--- config.mk ---
export PLATFORM = sky130hd
export DESIGN_NAME = iaan_queue
export DESIGN_NICKNAME = d
export VERILOG_FILES = /design/src/rtl/iaan_pkg.sv /design/src/rtl/iaan_queue.sv
export SDC_FILE = /design/constraint.sdc
export NUM_CORES = 1
export LEC_CHECK = 0
export BUFFER_PORTS_ARGS = -buffer_cell sky130_fd_sc_hd__buf_2
export CAP_MARGIN = 10
export CORE_ASPECT_RATIO = 1.2
export CORE_UTILIZATION = 51
export CTS_CLUSTER_SIZE = 12
export DETAILED_ROUTE_END_ITERATION = 10
export GPL_ROUTABILITY_DRIVEN = 0
export HOLD_SLACK_MARGIN = 0.08
export PLACE_DENSITY = 0.78
export SYNTH_ARGS = -nofsm -noshare
export SYNTH_HDL_FRONTEND = slang
export SYNTH_SLANG_ARGS = --single-unit
--- constraint.sdc ---
create_clock -name clk -period 5.79 [get_ports clk]
set_input_delay 0.2895 -clock clk [delete_from_list [all_inputs] [get_ports clk]]
set_output_delay 0.2895 -clock clk [all_outputs]
set_load 0.05 [all_outputs]
--- src/rtl/iaan_pkg.sv ---
// Shared types and constants for the IMU offset and normalize block.
// No dependencies; every other file imports this package.
package iaan_pkg;

  localparam int AXES = 3;
  localparam int SAMPLE_W = 16;
  localparam int DIFF_W = 17;
  localparam int MAG_W = 17;
  localparam int SQ_W = 34;
  localparam int SUM_W = 36;
  localparam int UNIT_W = 16;
  localparam int CFG_IDX_W = 3;

  localparam logic [CFG_IDX_W-1:0] CFG_ACCEL_X = 3'd0;
  localparam logic [CFG_IDX_W-1:0] CFG_ACCEL_Y = 3'd1;
  localparam logic [CFG_IDX_W-1:0] CFG_ACCEL_Z = 3'd2;
  localparam logic [CFG_IDX_W-1:0] CFG_GYRO_X = 3'd3;
  localparam logic [CFG_IDX_W-1:0] CFG_GYRO_Y = 3'd4;
  localparam logic [CFG_IDX_W-1:0] CFG_GYRO_Z = 3'd5;

  typedef struct packed {
    logic [AXES-1:0][DIFF_W-1:0] acc;
    logic [AXES-1:0][DIFF_W-1:0] rate;
  } item_t;

endpackage

--- src/rtl/iaan_queue.sv ---
// Short FIFO between the front end and the normalize pipeline.
// Depends on iaan_pkg.
module iaan_queue #(
  parameter int DEPTH = 4
) (
  input  logic            clk,
  input  logic            rst_n,
  input  logic            push_valid,
  output logic            push_ready,
  input  iaan_pkg::item_t push_item,
  output logic            pop_valid,
  input  logic            pop_ready,
  output iaan_pkg::item_t pop_item
);
  import iaan_pkg::*;

  localparam int PW = (DEPTH > 1) ? $clog2(DEPTH) : 1;
  localparam int CW = $clog2(DEPTH + 1);

  item_t          mem_r [DEPTH];
  logic [PW-1:0]  wp_r;
  logic [PW-1:0]  rp_r;
  logic [CW-1:0]  cnt_r;
  logic           push;
  logic           pop;

  assign push_ready = (cnt_r != CW'(DEPTH));
  assign pop_valid = (cnt_r != '0);
  assign push = push_valid && push_ready;
  assign pop = pop_valid && pop_ready;
  assign pop_item = mem_r[rp_r];

  always_ff @(posedge clk) begin
    if (push) begin
      mem_r[wp_r] <= push_item;
    end
  end

  always_ff @(posedge clk) begin
    if (!rst_n) begin
      wp_r <= '0;
      rp_r <= '0;
      cnt_r <= '0;
    end else begin
      if (push) begin
        wp_r <= (wp_r == PW'(DEPTH - 1)) ? '0 : wp_r + 1'b1;
      end
      if (pop) begin
        rp_r <= (rp_r == PW'(DEPTH - 1)) ? '0 : rp_r + 1'b1;
      end
      cnt_r <= cnt_r + CW'(push) - CW'(pop);
    end
  end

endmodule

==> qor.txt <==
WP data arrival: 2950 ps
RSZ-0062 raised after global routing: false
Crit path capture type: primary output
CTS Buf Count: 42
Area Growth Syn to Fin: 24.2%
Synth top area cells: edfxtp_1 81%, mux4_2 15%, dfxtp_1 1.2%
H-tree levels: 2
Horiz. Die Dim: 160 µm
Max Transition Viols Final: 0
GRT overflow: 0
CTS tree: yes
Worst skew pair latency: 530 ps
Pwr per Cell Area: 465 mW/mm²
Post-DR vias/cell: 5.46
Final Critical Period: 3240 ps
Initial antenna violation count: 3
GRT Util Overall: 19.6%
FP Rows: 68
Vias in the first global route: 7,819
DRC violations left: 0
Nets: 1,038
Postcts setup bufs: 0
Cells after Synth: 584
DIE AREA: 0.0305 mm²
Status: complete, no violations
Post-synth cell types: 24
Cell area after placement: 0.0166 mm²
CTS max path bufs: 3
Worst slew margin: 26.7%
Layout cell share with drive strength beyond 1: 39.5%
IO Count: 210
Max FO, Critical Path: 36
Min-delay worst type: primary input to register
Sequential area share after synthesis: 81.8%
Global-route wire length before repair: 44,400 µm
Core ar.: 0.0290 mm²
Syn. warnings: 0
Setup violation total in the final timing report: 0
Remaining antenna violation count: 0
Area leader, netlist: edfxtp_1
Startpoint types: register
Maximum vdd ir drop: 0.338 mV
WP data required: 5500 ps
Fmax: 309 MHz
Final Hold Viols: 0
Final Cycle Share: 56.0%
Syn nets: 698
Worst-margin pin slew: 1100 ps
Routed Wire Length: 29,100 µm
Maxcap violations: 0
Post-DP HPWL: 16,700 µm
Design area: 0.0189 mm²
WS Path Type: register to primary output
Drt first pass iters: 5
Die height: 191 µm
DR iter-0 viols: 512
Initial Util: 52.4%
Post-synthesis register bit count: 417
Largest net degree at the start of global routing: 75
Post-cts resize count: 0
Root Buffer: clkbuf_16
Via Count: 7,272
Fin Setup TNS: 0 ps
CTS clock-pin slew for the worst setup and hold paths: 50 ps
Cts hold-fix bufs: 104
Clock Skews: 15.3 ps
Avg Inst Size Synth: 26.0 µm²
Netlist Area Pre-Place: 0.0152 mm²
Post-synth top area share: 80.6%
Port bufs: 209
DR WL/cell: 21.8 µm
Filler instances: 1,878
Clock sink total: 417
Leak Pwr: 6.37 nW
routing by layer:
metal	GRT usage (%)	wire [µm]	vias up
li1	-	-	3183
met1	24.7	11600	3803
met2	33.7	15000	251
met3	4.93	1990	35
met4	5.58	497	0
met5	0	0	-
layout make-up:
class / count / area (µm²) / share of cell area, %
sequential: 417 / 12400 / 65.9
clock buffer: 57 / 1130 / 5.98
antenna: 3 / 7.51 / 0.0398
inverter: 6 / 22.5 / 0.119
timing repair buffer: 320 / 2140 / 11.3
clock inverter: 7 / 62.6 / 0.332
multi-input combinational: 137 / 2590 / 13.7
tap: 385 / 482 / 2.55
state kept, by name, summed over array words and instances (netlist names), named ones only:
| name | flops |
|---|---|
| cnt_r | 3 |
| wp_r | 2 |
| mem_r | 408 |
| rp_r | 2 |
kinds of logic after synthesis:
logic type	after synthesis	synth area share [%]
AOI/OAI and AO/OA	4	0.148
xor gates and xnor gates	2	0.115
adders and majority gates	8	0.708
buffers and inverters	30	1.28
DFF	417	81.8
muxes	103	15.2
and+or+nand+nor	20	0.766
synthesized netlist by cell type:
master,n
nand4_1,1
o31ai_1,1
nor2_1,2
nand3_1,2
and2_4,1
and2_1,2
inv_1,6
ha_1,7
buf_2,11
clkbuf_1,4
or3_2,1
and3_2,4
or3b_1,1
buf_6,9
edfxtp_1,408
fa_1,1
mux4_2,102
o21ai_0,2
xnor2_1,2
dfxtp_1,9
nand2_1,5
nor2b_1,1
o21ai_1,1
mux2i_1,1
metrics by stage:
stage	setup WS (ps)	power, mW	instances	util, %	hold WS, ps
global route	2300	9.10	1331	65.0	110
global placement	2990	6.38	1161	57.3	489
floorplan	3320	5.84	584	-	388
finish	2550	8.78	1332	65.0	115
detailed placement	2980	6.41	1161	57.3	505
CTS	2430	8.87	1329	65.0	84.3
worst paths after layout:
kind | from | endpoint | slack (ps) | cells after the start
max reg2reg | cnt_r[1]$_SDFF_PN0_ | mem_r[0][78]$_DFFE_PP_ | 2990 | 3
min reg2reg | rp_r[1]$_SDFFE_PN0N_ | register | 520 | 2
max | register | pop_item[48] | 2550 | 3
min | rst_n | cnt_r[1]$_SDFF_PN0_ | 110 | 2
power breakdown:
group          switching [mW]  internal, mW  leakage [nW]  total (mW)
Sequential              0.161          3.66          3.81        3.82
Combinational            1.75         0.794          1.98        2.55
Clock                    1.01          1.39         0.574        2.41
placed cells by master (no fill, tap or decap), drive strengths merged, types with 2 or more instances in the layout:
master	instances
ha	7
diode	3
dlygate4sd3	104
nor2	2
dfxtp	9
mux4	102
clkinv	4
edfxtp	408
clkbuf	57
xnor2	2
nand3	2
and3	4
nand2	5
buf	216
o21ai	3
inv	7
and2	3
critical path, cell delays in order (launching register included):
cell and delay (ps):
dfxtp_4 840, buf_4 700, mux4_2 620, buf_2 230
Power figures use the tool's default switching activity.
