## config.mk

```make
export PLATFORM = sky130hd
export DESIGN_NAME = iaan_front
export DESIGN_NICKNAME = d
export VERILOG_FILES = /design/src/rtl/iaan_pkg.sv /design/src/rtl/iaan_front.sv
export SDC_FILE = /design/constraint.sdc
export NUM_CORES = 1
export LEC_CHECK = 0
export BUFFER_PORTS_ARGS = -buffer_cell sky130_fd_sc_hd__buf_2
export CORE_MARGIN = 4
export CORE_UTILIZATION = 45
export CTS_BUF_LIST = sky130_fd_sc_hd__clkbuf_8 sky130_fd_sc_hd__clkbuf_16
export DETAILED_ROUTE_END_ITERATION = 8
export PLACE_DENSITY = 0.77
export SLEW_MARGIN = 10
export SYNTH_ARGS = -nofsm -noshare
export SYNTH_HDL_FRONTEND = slang
export SYNTH_SLANG_ARGS = --single-unit
```

## constraint.sdc

```tcl
create_clock -name clk -period 4.1 [get_ports clk]
set_input_delay 0.205 -clock clk [delete_from_list [all_inputs] [get_ports clk]]
set_output_delay 0.205 -clock clk [all_outputs]
set_load 0.01 [all_outputs]
```

## src/rtl/iaan_pkg.sv

```systemverilog
// Shared types and constants for the IMU offset and normalize block.
// No dependencies; every other file imports this package.
package iaan_pkg;

  localparam int AXES = 3;
  localparam int SAMPLE_W = 16;
  localparam int DIFF_W = 17;
  localparam int MAG_W = 17;
  localparam int SQ_W = 34;
  localparam int SUM_W = 36;
  localparam int UNIT_W = 16;
  localparam int CFG_IDX_W = 3;

  localparam logic [CFG_IDX_W-1:0] CFG_ACCEL_X = 3'd0;
  localparam logic [CFG_IDX_W-1:0] CFG_ACCEL_Y = 3'd1;
  localparam logic [CFG_IDX_W-1:0] CFG_ACCEL_Z = 3'd2;
  localparam logic [CFG_IDX_W-1:0] CFG_GYRO_X = 3'd3;
  localparam logic [CFG_IDX_W-1:0] CFG_GYRO_Y = 3'd4;
  localparam logic [CFG_IDX_W-1:0] CFG_GYRO_Z = 3'd5;

  typedef struct packed {
    logic [AXES-1:0][DIFF_W-1:0] acc;
    logic [AXES-1:0][DIFF_W-1:0] rate;
  } item_t;

endpackage

```

## src/rtl/iaan_front.sv

```systemverilog
// Front end: calibration registers, offset subtraction and one item register.
// Depends on iaan_pkg.
module iaan_front (
  input  logic                               clk,
  input  logic                               rst_n,
  input  logic                               cfg_valid,
  output logic                               cfg_ready,
  input  logic [iaan_pkg::CFG_IDX_W-1:0]     cfg_index,
  input  logic [iaan_pkg::SAMPLE_W-1:0]      cfg_data,
  input  logic                               in_valid,
  output logic                               in_ready,
  input  logic [6*iaan_pkg::SAMPLE_W-1:0]    in_data,
  output logic                               item_valid,
  input  logic                               item_ready,
  output iaan_pkg::item_t                    item
);
  import iaan_pkg::*;

  logic [5:0][SAMPLE_W-1:0] off_r;
  logic                     fv_r;
  item_t                    item_r;
  item_t                    item_nxt;

  assign cfg_ready = 1'b1;

  always_ff @(posedge clk) begin
    if (!rst_n) begin
      off_r <= '0;
    end else if (cfg_valid) begin
      unique case (cfg_index)
        CFG_ACCEL_X: off_r[0] <= cfg_data;
        CFG_ACCEL_Y: off_r[1] <= cfg_data;
        CFG_ACCEL_Z: off_r[2] <= cfg_data;
        CFG_GYRO_X:  off_r[3] <= cfg_data;
        CFG_GYRO_Y:  off_r[4] <= cfg_data;
        CFG_GYRO_Z:  off_r[5] <= cfg_data;
        default: ;
      endcase
    end
  end

  always_comb begin
    for (int i = 0; i < AXES; i++) begin
      item_nxt.acc[i] = DIFF_W'(signed'(in_data[i*SAMPLE_W +: SAMPLE_W]))
                      - DIFF_W'(signed'(off_r[i]));
      item_nxt.rate[i] = DIFF_W'(signed'(in_data[(i+3)*SAMPLE_W +: SAMPLE_W]))
                       - DIFF_W'(signed'(off_r[i+3]));
    end
  end

  assign in_ready = !fv_r || item_ready;

  always_ff @(posedge clk) begin
    if (!rst_n) begin
      fv_r <= 1'b0;
    end else if (in_ready) begin
      fv_r <= in_valid;
    end
  end

  always_ff @(posedge clk) begin
    if (in_ready && in_valid) begin
      item_r <= item_nxt;
    end
  end

  assign item_valid = fv_r;
  assign item = item_r;

endmodule

```

==> flow_summary.ini <==
[status]
status = complete, no violations

[sta]
setup_viol = 0
maxSlewHeadroom_pct = 33.4
max_freq_ghz = 0.423
skew_ns = 0.0145
period_share_pct = 57.7
grt_setup_unrepaired = no
slew_viol_final = 0
fin_crit_ns = 2.36
finalHoldViolations = 0
setup_tns_ns = 0
worst_slew_pin_slew_ns = 0.995

[floorplan]
initial_core_util_pct = 46.1
rows = 58
die_area_um2 = 28700
die_w_um = 169
core_um2 = 25400
io_pins = 225
die_h_um = 169

[worst_setup_path]
required_ns = 4.28
cp_max_fo = 4
endpoint_kind = flop
critPathTopFamily = compound AO/OA/AOI/OAI gates
slowest_delay_ns = 0.42
cp_data_arrival_time_ns = 2.54
r2r_slack_ns = 1.74
cp_slowest_cell = fa_1
cp_cell_sequence = ha_1 -> fa_1 -> nor2b_1 -> o31a_1 -> o21ai_2 -> a21oi_1 -> nand3_1 -> a31o_2
start_kind = flop
worst-path-buf-inv = 0
timing_worst_setup_path_type = flop to flop

[route]
drt_iter0_drc = 805
via_per_inst = 5.31
vias = 9771
totalWireLength_mm = 30.3
wl_per_cell_um = 16.5
drt_drc_violations_left = 0
drt_pass1_iterations = 7
ant_nets = 0

[logic_synthesis]
synth_edf_count = 102
netlist_instances = 1283
synthTopCellsByArea = edfxtp_1, dfxtp_1, ha_1, nand2_1, a21boi_0
synth_top_family_by_area = compound AO/OA/AOI/OAI gates
synth.top_cells.by_count = nand2_1, inv_1, edfxtp_1
synth_xor_xnor_area_share_pct = 4.49
ys_warn_count = 0
yosys.area_share.simple_pct = 16.0
ys.flop_type = edfxtp_1
synth_adder_area_share_pct = 11.3
yosys.area.top_type = edfxtp_1
syn_area_um2 = 11700
synth_most_common_cell = nand2_1
ys_seq_elements = 199
async_flop_share_pct = 0
synth.avg_cell_area_um2 = 9.13
synth_nets = 1505
ys_seq_area_share_pct = 42.7
yosys.area.top_type_share_pct = 26.2
synth-compound-area-share_pct = 19.6
muxShareOfSynthArea_pct = 0.267
yosys.cell_types.count = 72

[power]
switchingPower_mw = 1.40
sequentialPowerShare_pct = 46.4
clkPwrFrac_pct = 34.4
switching_share_pct = 28.5
power.density_nw_per_um2 = 359
ir_drop_mv = 0.207
intPower_mw = 3.52
combPwrFrac_pct = 19.2
leakage_nw = 5.33

[clock_tree]
clk_path_buf_depth = 2
clockRootBuffer = clkbuf_16
cts_buffers = 17
cts.clk_slew.worst_paths_ns = 0.08
cts_resized = 0
cts_tree = done
clock-sinks = 199
postCtsSetupBuffers = 0
htreeDepth = 4
hold_buffers = 0
worstSkewPairLatency_ns = 0.43

[place]
dp_hpwl_mm = 22.6
port_buffers = 223
place.gp.congestion = 0.940

[grt]
antenna_found_initial = 6
grt_util_all_layers_pct = 20.9
grt_max_degree = 60
grt_pass1_wl_mm = 47.9
grt_pass1_vias = 9334
grt_overflow_total = 0

[cells_and_area]
final_core_util_pct = 54.1
final_net_count = 1715
post_route_cells_drive_above_1_share_pct = 18.6
syn2layout_area_growth_pct = 17.3

[hold_path]
hold_path_class = input pin to flop

[run]
drv_cap = 0
==> worst reg2reg max path, stage by stage, from the launching register on <==
cell     delay (ns)
dfxtp_1        0.32
ha_1           0.20
fa_1           0.42
nor2b_1        0.16
o31a_1         0.18
o21ai_2        0.09
a21oi_1        0.36
nand3_1        0.16
a31o_2         0.23
==> final cells by class <==
type | instances | area [um^2]
repair buffers | 227 | 1150
well taps | 330 | 413
flip-flops and latches | 199 | 5000
clock buffers | 18 | 439
diodes | 4 | 10.0
multi-input cells | 912 | 6060
fillers | 2339 | 11700
inverters | 136 | 510
clock inverters | 14 | 160
==> per-stage QoR <==
stage | total power, mW | worst slack (ns) | cells | cell area, um^2 | hold slack [ns]
floorplan | 2.94 | 0.751 | 1283 | 11700 | 0.340
global placement | 3.25 | 1.80 | 1804 | 13100 | 0.442
detailed placement | 3.27 | 1.75 | 1804 | 13100 | 0.455
CTS | 4.98 | 1.73 | 1836 | 13700 | 0.0160
global route | 5.16 | 1.55 | 1839 | 13700 | 0.0378
finish | 4.93 | 1.74 | 1840 | 13700 | 0.0394
==> cells in the final DEF, fill, tap and decap left out, types with 22 or more instances in the layout <==
cell,instances
nand2b_1,22
inv_1,136
ha_1,96
a21oi_1,64
nand2_1,232
edfxtp_1,102
nor2_1,67
xnor2_1,44
a21boi_0,97
buf_2,223
dfxtp_1,97
o21ai_0,30
==> registers in the layout (all words and copies together) (netlist names) <==
signal,cells
item,102
off_r,96
item_valid,1
==> layer usage <==
layer	vias to the layer above	global-route usage, %	wire, um
met5	-	0	34
met4	6	5.57	432
met3	36	3.49	1760
met2	314	34.5	14100
met1	4530	28.6	14000
li1	4885	-	-
==> worst paths after layout <==
check	from	to	cells past startpoint
setup / recovery	off_r[16]	item[84]	8
setup reg to reg	off_r[16]	item[84]	8
hold reg to reg	off_r[94]	off_r[94]	2
hold / removal	in_valid	item_valid	3
==> power by group through the flow <==
| stage | logic, mW | clock network, mW | registers (mW) |
|---|---|---|---|
| final | 0.944 | 1.70 | 2.29 |
| after detailed placement | 0.939 | 0 | 2.33 |
| after global placement | 0.920 | 0 | 2.33 |
| after global routing | 1.05 | 1.82 | 2.30 |
| after CTS | 0.944 | 1.74 | 2.29 |
| after floorplan | 0.556 | 0 | 2.39 |
==> cells by family (layout without fill, tap and decap cells) <==
kind of cell,after synthesis,count (layout)
mux,3,3
other cells,1,5
fa+ha+maj,102,102
simple gates,422,422
flops,199,199
compound gates,324,324
buf+inv,172,395
xor+xnor,60,60
(Power assumes the default switching activity.)
